==> src/rtl/arxsc_pkg.sv <==
// Types, constants and helper functions shared by the ARX stream cipher block.
`timescale 1ns / 1ps

package arxsc_pkg;

	typedef enum logic [2:0] {
		ST_IDLE,
		ST_LOAD,
		ST_MIX_RD,
		ST_MIX_WR,
		ST_ADD_RD,
		ST_ADD_WR,
		ST_KEY_RD,
		ST_EMIT
	} state_t;

	typedef enum logic [1:0] {
		ROT_NONE,
		ROT_10,
		ROT_27,
		ROT_8
	} rot_t;

	typedef struct packed {
		logic [3:0] dst;
		logic [3:0] src;
		logic       use_xor;
		rot_t       rot;
	} mix_op_t;

	localparam int ROT_AMT_10 = 10;
	localparam int ROT_AMT_27 = 27;
	localparam int ROT_AMT_8  = 8;

	localparam logic [3:0] LAST_STEP = 4'd8;
	localparam logic [2:0] LAST_MIX  = 3'd7;
	localparam logic [3:0] LAST_WORD = 4'd15;

	localparam logic [2:0] REG_KEY01 = 3'd0;
	localparam logic [2:0] REG_KEY23 = 3'd1;
	localparam logic [2:0] REG_KEY45 = 3'd2;
	localparam logic [2:0] REG_KEY67 = 3'd3;
	localparam logic [2:0] REG_NONCE = 3'd4;
	localparam logic [2:0] REG_MODE  = 3'd5;

	localparam logic [31:0] SIGMA_0 = 32'h6170_7865;
	localparam logic [31:0] SIGMA_1 = 32'h3320_646e;
	localparam logic [31:0] SIGMA_2 = 32'h7962_2d32;
	localparam logic [31:0] SIGMA_3 = 32'h6b20_6574;
	localparam logic [31:0] TAU_0   = 32'h6170_7865;
	localparam logic [31:0] TAU_1   = 32'h3120_646e;
	localparam logic [31:0] TAU_2   = 32'h7962_2d36;
	localparam logic [31:0] TAU_3   = 32'h6b20_6574;

	// Word operation number step of mix number mix within one double round.
	function automatic mix_op_t mix_op(input logic [2:0] mix, input logic [3:0] step);
		logic [3:0] a;
		logic [3:0] b;
		logic [3:0] c;
		logic [3:0] d;
		logic [3:0] e;
		mix_op_t    r;
		unique case (mix)
			3'd0: begin a = 4'd0; b = 4'd4; c = 4'd8;  d = 4'd12; e = 4'd3; end
			3'd1: begin a = 4'd1; b = 4'd5; c = 4'd9;  d = 4'd13; e = 4'd0; end
			3'd2: begin a = 4'd2; b = 4'd6; c = 4'd10; d = 4'd14; e = 4'd1; end
			3'd3: begin a = 4'd3; b = 4'd7; c = 4'd11; d = 4'd15; e = 4'd2; end
			3'd4: begin a = 4'd0; b = 4'd5; c = 4'd10; d = 4'd15; e = 4'd3; end
			3'd5: begin a = 4'd1; b = 4'd6; c = 4'd11; d = 4'd12; e = 4'd0; end
			3'd6: begin a = 4'd2; b = 4'd7; c = 4'd8;  d = 4'd13; e = 4'd1; end
			3'd7: begin a = 4'd3; b = 4'd4; c = 4'd9;  d = 4'd14; e = 4'd2; end
		endcase
		unique case (step)
			4'd0:    r = '{dst: d, src: e, use_xor: 1'b0, rot: ROT_NONE};
			4'd1:    r = '{dst: c, src: d, use_xor: 1'b1, rot: ROT_NONE};
			4'd2:    r = '{dst: b, src: c, use_xor: 1'b0, rot: ROT_10};
			4'd3:    r = '{dst: a, src: b, use_xor: 1'b0, rot: ROT_NONE};
			4'd4:    r = '{dst: e, src: a, use_xor: 1'b1, rot: ROT_NONE};
			4'd5:    r = '{dst: d, src: e, use_xor: 1'b0, rot: ROT_27};
			4'd6:    r = '{dst: c, src: d, use_xor: 1'b0, rot: ROT_NONE};
			4'd7:    r = '{dst: b, src: c, use_xor: 1'b1, rot: ROT_NONE};
			4'd8:    r = '{dst: a, src: b, use_xor: 1'b0, rot: ROT_8};
			default: r = '{dst: a, src: a, use_xor: 1'b0, rot: ROT_NONE};
		endcase
		return r;
	endfunction

	// Input word idx of a block, built from the key, counter, nonce and mode.
	function automatic logic [31:0] init_word(
		input logic [3:0]  idx,
		input logic [63:0] key01,
		input logic [63:0] key23,
		input logic [63:0] key45,
		input logic [63:0] key67,
		input logic [63:0] nonce,
		input logic [63:0] counter,
		input logic        long_mode
	);
		logic [31:0] w;
		unique case (idx)
			4'd0:  w = key01[31:0];
			4'd1:  w = key01[63:32];
			4'd2:  w = key23[31:0];
			4'd3:  w = key23[63:32];
			4'd4:  w = counter[31:0];
			4'd5:  w = counter[63:32];
			4'd6:  w = long_mode ? SIGMA_0 : TAU_0;
			4'd7:  w = long_mode ? SIGMA_1 : TAU_1;
			4'd8:  w = long_mode ? key45[31:0]  : key01[31:0];
			4'd9:  w = long_mode ? key45[63:32] : key01[63:32];
			4'd10: w = long_mode ? key67[31:0]  : key23[31:0];
			4'd11: w = long_mode ? key67[63:32] : key23[63:32];
			4'd12: w = nonce[31:0];
			4'd13: w = nonce[63:32];
			4'd14: w = long_mode ? SIGMA_2 : TAU_2;
			4'd15: w = long_mode ? SIGMA_3 : TAU_3;
		endcase
		return w;
	endfunction

endpackage

==> src/rtl/arx_stream_cipher_xor.sv <==
// Byte-serial ARX stream cipher: keystream generation and XOR with the message.
//
// Channel   Direction  Content
// s_axis    in         tdata = data_byte, tuser = first_of_call
// m_axis    out        tdata = out_byte
// apb       in/out     key words, nonce and key mode registers at 8*index
//
// A byte from the current keystream block is accepted, then emitted.
// A byte that starts a block first runs the shared 32-bit add/xor/rotate unit:
// it loads the 16 input words, runs each word operation of ROUND_COUNT rounds as a
// read and a write, adds the input words back the same way and reads the byte's word.
// Reset clears control state, keys and nonce, sets long mode; state memory is kept.
// A waiting result stalls only the emit step; no byte is accepted during that stall.
`timescale 1ns / 1ps

module arx_stream_cipher_xor #(
	parameter int ROUND_COUNT = 6
) (
	input  logic        clk,
	input  logic        arst_n,
	input  logic        s_axis_tvalid,
	output logic        s_axis_tready,
	input  logic [7:0]  s_axis_tdata,  // [7:0] data_byte
	input  logic        s_axis_tuser,  // [0] first_of_call
	output logic        m_axis_tvalid,
	input  logic        m_axis_tready,
	output logic [7:0]  m_axis_tdata,  // [7:0] out_byte
	input  logic        psel,
	input  logic        penable,
	input  logic        pwrite,
	input  logic [5:0]  paddr,
	input  logic [63:0] pwdata,
	output logic [63:0] prdata,
	output logic        pready
);

	import arxsc_pkg::*;

	localparam int RW = (ROUND_COUNT > 1) ? $clog2(ROUND_COUNT) : 1;
	localparam logic [RW-1:0] LAST_ROUND = RW'(ROUND_COUNT - 1);

	state_t        state_q;
	state_t        state_d;
	logic [63:0]   key01_q;
	logic [63:0]   key23_q;
	logic [63:0]   key45_q;
	logic [63:0]   key67_q;
	logic [63:0]   nonce_q;
	logic          long_mode_q;
	logic [63:0]   counter_q;
	logic [5:0]    pos_q;
	logic          block_valid_q;
	logic [3:0]    idx_q;
	logic [3:0]    step_q;
	logic [2:0]    mix_q;
	logic [RW-1:0] round_q;
	logic [7:0]    byte_q;
	logic [7:0]    out_data_q;
	logic          out_valid_q;
	logic [31:0]   state_mem [16];
	logic [31:0]   rd_a_q;
	logic [31:0]   rd_b_q;
	logic [3:0]    rd_addr_a;
	logic [3:0]    wr_addr;
	logic [31:0]   wr_data;
	logic          mem_we;
	logic          emit_fire;
	logic          cfg_write;
	logic          last_op;
	mix_op_t       op;
	logic [31:0]   init_w;
	logic [31:0]   opnd_b;
	logic [31:0]   alu_pre;
	logic [31:0]   alu_out;

	assign pready    = 1'b1;
	assign cfg_write = psel && penable && pwrite && pready;

	always_comb begin
		unique case (paddr[5:3])
			REG_KEY01: prdata = key01_q;
			REG_KEY23: prdata = key23_q;
			REG_KEY45: prdata = key45_q;
			REG_KEY67: prdata = key67_q;
			REG_NONCE: prdata = nonce_q;
			REG_MODE:  prdata = {63'd0, long_mode_q};
			default:   prdata = 64'd0;
		endcase
	end

	assign op      = mix_op(mix_q, step_q);
	assign last_op = (step_q == LAST_STEP) && (mix_q == LAST_MIX) && (round_q == LAST_ROUND);
	assign init_w  = init_word(idx_q, key01_q, key23_q, key45_q, key67_q, nonce_q,
		counter_q, long_mode_q);

	// Shared word unit: add or xor, then an optional fixed rotation.
	assign opnd_b  = (state_q == ST_ADD_WR) ? init_w : rd_b_q;
	assign alu_pre = (state_q == ST_MIX_WR && op.use_xor) ? (rd_a_q ^ opnd_b)
		: (rd_a_q + opnd_b);

	always_comb begin
		unique case ((state_q == ST_MIX_WR) ? op.rot : ROT_NONE)
			ROT_NONE: alu_out = alu_pre;
			ROT_10:   alu_out = (alu_pre << ROT_AMT_10) | (alu_pre >> (32 - ROT_AMT_10));
			ROT_27:   alu_out = (alu_pre << ROT_AMT_27) | (alu_pre >> (32 - ROT_AMT_27));
			ROT_8:    alu_out = (alu_pre << ROT_AMT_8) | (alu_pre >> (32 - ROT_AMT_8));
		endcase
	end

	always_ff @(posedge clk or negedge arst_n) begin
		if (!arst_n) begin
			state_q <= ST_IDLE;
		end else begin
			state_q <= state_d;
		end
	end

	always_comb begin
		state_d       = state_q;
		s_axis_tready = 1'b0;
		mem_we        = 1'b0;
		wr_addr       = idx_q;
		wr_data       = alu_out;
		rd_addr_a     = pos_q[5:2];
		emit_fire     = 1'b0;
		unique case (state_q)
			ST_IDLE: begin
				s_axis_tready = 1'b1;
				if (s_axis_tvalid) begin
					state_d = (s_axis_tuser || !block_valid_q) ? ST_LOAD : ST_EMIT;
				end
			end
			ST_LOAD: begin
				mem_we  = 1'b1;
				wr_data = init_w;
				if (idx_q == LAST_WORD) begin
					state_d = ST_MIX_RD;
				end
			end
			ST_MIX_RD: begin
				rd_addr_a = op.dst;
				state_d   = ST_MIX_WR;
			end
			ST_MIX_WR: begin
				mem_we  = 1'b1;
				wr_addr = op.dst;
				state_d = last_op ? ST_ADD_RD : ST_MIX_RD;
			end
			ST_ADD_RD: begin
				rd_addr_a = idx_q;
				state_d   = ST_ADD_WR;
			end
			ST_ADD_WR: begin
				mem_we  = 1'b1;
				state_d = (idx_q == LAST_WORD) ? ST_KEY_RD : ST_ADD_RD;
			end
			ST_KEY_RD: begin
				state_d = ST_EMIT;
			end
			ST_EMIT: begin
				if (!out_valid_q || m_axis_tready) begin
					emit_fire = 1'b1;
					state_d   = ST_IDLE;
				end
			end
		endcase
	end

	always_ff @(posedge clk) begin
		if (mem_we) begin
			state_mem[wr_addr] <= wr_data;
		end
		rd_a_q <= state_mem[rd_addr_a];
		rd_b_q <= state_mem[op.src];
	end

	always_ff @(posedge clk) begin
		if (s_axis_tvalid && s_axis_tready) begin
			byte_q <= s_axis_tdata;
		end
		if (emit_fire) begin
			out_data_q <= byte_q ^ rd_a_q[{pos_q[1:0], 3'b000} +: 8];
		end
	end

	always_ff @(posedge clk or negedge arst_n) begin
		if (!arst_n) begin
			key01_q       <= '0;
			key23_q       <= '0;
			key45_q       <= '0;
			key67_q       <= '0;
			nonce_q       <= '0;
			long_mode_q   <= 1'b1;
			counter_q     <= '0;
			pos_q         <= '0;
			block_valid_q <= 1'b0;
			idx_q         <= '0;
			step_q        <= '0;
			mix_q         <= '0;
			round_q       <= '0;
			out_valid_q   <= 1'b0;
		end else begin
			if (cfg_write) begin
				unique case (paddr[5:3])
					REG_KEY01: key01_q <= pwdata;
					REG_KEY23: key23_q <= pwdata;
					REG_KEY45: key45_q <= pwdata;
					REG_KEY67: key67_q <= pwdata;
					REG_NONCE: begin
						nonce_q   <= pwdata;
						counter_q <= '0;
					end
					REG_MODE:  long_mode_q <= pwdata[0];
					default: ;
				endcase
			end
			if (state_q == ST_IDLE && s_axis_tvalid && (s_axis_tuser || !block_valid_q)) begin
				pos_q         <= '0;
				block_valid_q <= 1'b1;
				idx_q         <= '0;
				step_q        <= '0;
				mix_q         <= '0;
				round_q       <= '0;
			end
			if (state_q == ST_LOAD || state_q == ST_ADD_WR) begin
				idx_q <= idx_q + 4'd1;
			end
			if (state_q == ST_ADD_WR && idx_q == LAST_WORD) begin
				counter_q <= counter_q + 64'd1;
			end
			if (state_q == ST_MIX_WR) begin
				if (step_q == LAST_STEP) begin
					step_q <= '0;
					mix_q  <= mix_q + 3'd1;
					if (mix_q == LAST_MIX) begin
						round_q <= round_q + RW'(1);
					end
				end else begin
					step_q <= step_q + 4'd1;
				end
			end
			if (emit_fire) begin
				out_valid_q <= 1'b1;
				pos_q       <= pos_q + 6'd1;
				if (pos_q == 6'd63) begin
					block_valid_q <= 1'b0;
				end
			end else if (m_axis_tready) begin
				out_valid_q <= 1'b0;
			end
		end
	end

	assign m_axis_tvalid = out_valid_q;
	assign m_axis_tdata  = out_data_q;

	a_counter_step: assert property (@(posedge clk) disable iff (!arst_n)
		(state_q == ST_ADD_WR && idx_q == LAST_WORD && !cfg_write)
		|=> counter_q == $past(counter_q) + 64'd1)
		else $error("Block counter did not advance by one after a block.");

	a_round_range: assert property (@(posedge clk) disable iff (!arst_n)
		(state_q == ST_MIX_RD || state_q == ST_MIX_WR) |-> round_q <= LAST_ROUND)
		else $error("Round counter ran past the last round.");

	a_emit_has_block: assert property (@(posedge clk) disable iff (!arst_n)
		state_q == ST_EMIT |-> block_valid_q)
		else $error("Keystream byte used without a valid block.");

	a_block_used_up: assert property (@(posedge clk) disable iff (!arst_n)
		(emit_fire && pos_q == 6'd63) |=> (!block_valid_q && pos_q == 6'd0))
		else $error("Block still marked valid after its last byte.");

endmodule
==> config.mk <==
export PLATFORM = sky130hd
export DESIGN_NAME = arx_stream_cipher_xor
export DESIGN_NICKNAME = d
export VERILOG_FILES = /design/src/rtl/arxsc_pkg.sv /design/src/rtl/arx_stream_cipher_xor.sv
export SDC_FILE = /design/constraint.sdc
export NUM_CORES = 2
export LEC_CHECK = 0
export BUFFER_PORTS_ARGS = -buffer_cell sky130_fd_sc_hd__buf_2
export CELL_PAD_IN_SITES_DETAIL_PLACEMENT = 0
export CELL_PAD_IN_SITES_GLOBAL_PLACEMENT = 1
export CORE_ASPECT_RATIO = 0.8
export CORE_MARGIN = 10
export CORE_UTILIZATION = 45
export CTS_BUF_LIST = sky130_fd_sc_hd__clkbuf_4 sky130_fd_sc_hd__clkbuf_8 sky130_fd_sc_hd__clkbuf_16
export DETAILED_ROUTE_END_ITERATION = 6
export PLACE_DENSITY_LB_ADDON = 0.15
export SETUP_SLACK_MARGIN = 0.05
export SYNTH_ARGS = -nofsm -noshare
export SYNTH_HDL_FRONTEND = slang
export SYNTH_SLANG_ARGS = --single-unit
==> constraint.sdc <==
create_clock -name clk -period 9.5 [get_ports clk]
set_clock_uncertainty 0.1 [all_clocks]
set_input_delay 0.95 -clock clk [delete_from_list [all_inputs] [get_ports clk]]
set_output_delay 0.95 -clock clk [all_outputs]
set_load 0.1 [all_outputs]
==> summary.log <==
INFO  cts            post_cts.resized_instances=0
INFO  synth          synthesis.instances=4649
INFO  layout         fillers=10.19k
INFO  cts            clock_tree_from_tritoncts=done
INFO  detailed_routing routed-via-count=41.80k
INFO  cts            postCtsHoldBufs=0
INFO  floorplan      boundaryPins=161
INFO  sta            achievable-frequency=136.3MHz
INFO  synth          synth_seq_area_share=52.46%
INFO  sta            fin_hold_ws=38.14ps
INFO  min_path       hp-class=in -> async
INFO  sta            timing.final.crit_share=77.22%
INFO  floorplan      initial_core_util=45.47%
INFO  critical_path  crit_path_cell_trace=inv_1 -> ha_1 -> buf_4 -> nand2b_1 -> o22ai_1 -> buf_4 -> a221oi_1 -> a31oi_1 -> mux2_2 -> ha_1 -> a21o_1 -> nand4_1 -> a2111o_1 -> nand3_1 -> nand2_1 -> xnor2_1 -> a2111oi_0 -> buf_4 -> a21oi_1
INFO  place          pre_cts_slack=2445ps
INFO  critical_path  critical-path-max-stage-delay=850ps
INFO  place          buffer_ports.inserted=156
INFO  critical_path  arrival=7610ps
INFO  cts            htreeDepth=3
INFO  grt            first_pass_grt_wire_length=286400microns
INFO  place          gp_weighted_congestion=0.9874
INFO  critical_path  r2r_setup_slk=2160ps
INFO  synth          postSynthAreaPerCell=11.23squm
INFO  layout         flow.area_growth_from_synthesis=12.25%
INFO  synth          netlist.area_leader.share=30.36%
INFO  cts            cts.sink_count=1002
INFO  critical_path  crit_top_cell=buf_4
INFO  layout         area_used_by_multi_input_combinational_logic=23560squm
INFO  sta            rsz0062_at_grt=no
INFO  critical_path  critical_path.n_buffers_inverters=4
INFO  detailed_routing ant_nets=0
INFO  floorplan      core_area=114900squm
INFO  cts            cts_bufs_inserted=106
INFO  synth          synth_warnings=0
INFO  synth          synth_top_cells_by_area=edfxtp_1, dfrtp_1, mux2_2, mux2i_1, nand2_1
INFO  critical_path  setup.worst_path.end_class=flip-flop
INFO  synth          async_flop_share=40.92%
INFO  outcome        status=completed
INFO  layout         final_net_count=4839
INFO  critical_path  rr_worst_depth=19
INFO  grt            grt_max_degree=161
INFO  sta            timing.final.hold_violations=0
INFO  cts            path_clk_slew=60ps
INFO  cts            post_cts.repair.setup_buffers=0
INFO  floorplan      die_x=400.9microns
INFO  detailed_routing via_per_inst=6.598
INFO  synth          synthDistinctLibCells=88
INFO  flow_run       cap_violations=0
INFO  floorplan      rows=111
INFO  cts            cts_root_buffer=clkbuf_16
INFO  critical_path  worstSetupStartpointType=flip-flop
INFO  critical_path  worst_ep_required_time=9770ps
INFO  synth          yosys_most_used_dff=edfxtp_1
INFO  synth          synth_nets=4782
INFO  detailed_routing totalWireLength=200800microns
INFO  floorplan      die_h=324.7microns
INFO  critical_path  path_max_fanout=20
INFO  synth          synth_register_bits=1002
INFO  detailed_routing drt_first_pass_iters=6
INFO  sta            worst_pin_slew=1238ps
INFO  detailed_routing routedWlPerCell=31.69microns
INFO  sta            timing.final.crit_period=7336ps
INFO  cts            cts-root-to-sink-buffers=3
INFO  place          hpwlAfterDp=127700microns
INFO  synth          syn_area=52230squm
INFO  sta            timing.final.max_slew_violations=0
INFO  critical_path  critical_path_class=reg -> reg
INFO  cts            clock_latency=760ps
INFO  detailed_routing drt_first_iter_violations=5477
INFO  layout         post_route_cells_drive_above_1_share=20.11%
INFO  detailed_routing drcViolationCount=0
INFO  synth          synth_area_leader_cell=edfxtp_1
INFO  critical_path  regToRegEndpoint=state_mem[4][13]
INFO  layout         ff_latch_area=27400squm
INFO  critical_path  rr_startpoint=idx_q[1]
INFO  sta            final_setup_violations=0
INFO  sta            timing.setup.tns=0ps
INFO  grt            antenna_found_initial=21
INFO  synth          synth-edff-count=528
INFO  critical_path  worst_path_cell_with_the_longest_stage_delay=a21oi_1
INFO  floorplan      die-area=130200squm
INFO  grt            track_usage=29.47%
INFO  sta            worst_slack=2164ps
INFO  critical_path  critical-path-top-delay-family=compound AO/OA/AOI/OAI gates
INFO  grt            globalRouteOverflowTotal=0
INFO  sta            slew_headroom=17.28%
INFO  grt            grt_pass1_vias=39.53k
## routing by layer
metal | global-route usage [%] | vias up | routed length (microns)
li1 | - | 17940 | -
met1 | 44.24 | 21270 | 90040
met5 | 0.8955 | - | 192
met4 | 8.645 | 6 | 5859
met2 | 40.18 | 2272 | 80810
met3 | 8.885 | 321 | 23870
## through the flow
step | cells | instance area, sq um | utilization [%]
after floorplan | 4649 | 52230 | -
after global placement | 6123 | 54940 | 47.84
after global routing | 6326 | 58600 | 51.02
after CTS | 6324 | 58600 | 51.02
final | 6336 | 58630 | 51.04
after detailed placement | 6123 | 54940 | 47.84
## cell usage after synthesis (26+ instances only)
cell type	instances
edfxtp_1	528
a21boi_0	67
o21ai_0	173
nor2_1	175
buf_1	26
or4_1	34
a222oi_1	29
mux2i_1	431
nand3_1	219
ha_1	46
a22oi_1	103
a221oi_1	42
mux2_2	385
o22ai_1	200
nand2_1	619
nor3_1	35
nor4_1	39
dfrtp_1	409
inv_1	29
a32o_1	69
dfxtp_1	64
clkbuf_1	274
nand4_1	29
a21oi_1	126
a31oi_1	28
## layout make-up
class	instances	share of cell area [%]
timing repair buffer	299	3.338
tap	1525	3.255
clock buffer	137	5.082
clock inverter	64	1.148
inverter	30	0.1921
sequential	1002	46.74
antenna	12	0.05122
multi-input combinational	3267	40.19
## worst register-to-register path, delay by kind of cell (launching register included)
| family | cells | cell delay (ps) |
|---|---|---|
| and+or+nand+nor | 4 | 1330 |
| adders and majority gates | 2 | 300 |
| muxes | 1 | 320 |
| DFF | 1 | 440 |
| AOI/OAI and AO/OA | 7 | 2990 |
| buffers and inverters | 4 | 1070 |
| xor gates and xnor gates | 1 | 410 |
## worst max-delay path by stage
| stage | start | to | cells after the start |
|---|---|---|---|
| 5_1_grt | idx_q[1] | state_mem[9][6] | 21 |
| 3_5_place_dp | idx_q[0] | state_mem[7][6] | 19 |
| 3_3_place_gp | idx_q[1] | state_mem[7][6] | 21 |
| 2_1_floorplan | long_mode_q | state_mem[0][8] | 19 |
| 6_report | idx_q[1] | state_mem[4][13] | 19 |
| 4_1_cts | idx_q[0] | state_mem[9][6] | 19 |
## registers in the layout, indices dropped and copies added (netlist names), 6 cells and up
| name | count |
|---|---|
| byte_q | 8 |
| counter_q | 64 |
| key01_q | 64 |
| key23_q | 64 |
| key45_q | 64 |
| key67_q | 64 |
| m_axis_tdata | 8 |
| nonce_q | 64 |
| pos_q | 6 |
| rd_a_q | 32 |
| rd_b_q | 32 |
| state_mem | 512 |
## cells in the final DEF, fill, tap and decap left out, types with 21 or more instances in the layout
cell type	synthesis	final
nand2_1	619	617
edfxtp_1	528	528
mux2i_1	431	431
dfrtp_1	409	407
mux2_2	385	385
nand3_1	219	217
o22ai_1	200	200
o21ai_0	173	173
buf_2	25	153
nor2_1	175	151
buf_4	6	138
a21oi_1	126	125
clkbuf_16	0	106
a22oi_1	103	102
a32o_1	69	69
a21boi_0	67	67
dfxtp_1	64	64
ha_1	46	46
a221oi_1	42	42
nor4_1	39	39
or4_1	34	34
a222oi_1	29	29
inv_1	29	29
nand4_1	29	29
clkinv_2	0	29
nor3_1	35	28
a31oi_1	28	27
o211ai_1	24	24
a221o_1	24	24
nor2_4	0	23
a22o_1	22	22
nand2b_1	24	21
a21o_1	21	21
xor2_1	21	21
## cell families (layout without fill, tap and decap cells)
kind of cell | after synthesis | count (layout) | synth area share, %
and+or+nand+nor | 1282 | 1282 | 11.24
AOI/OAI and AO/OA | 1075 | 1075 | 14.48
DFF | 1002 | 1002 | 52.46
muxes | 825 | 825 | 16.95
buffers and inverters | 380 | 530 | 3.107
adders and majority gates | 47 | 47 | 1.140
xor gates and xnor gates | 37 | 37 | 0.6205
other | 1 | 13 | 0.007180
Power is left out: the tool's default activity adds up to more than one toggle a clock period on the data nets, which glitch-free logic cannot reach.
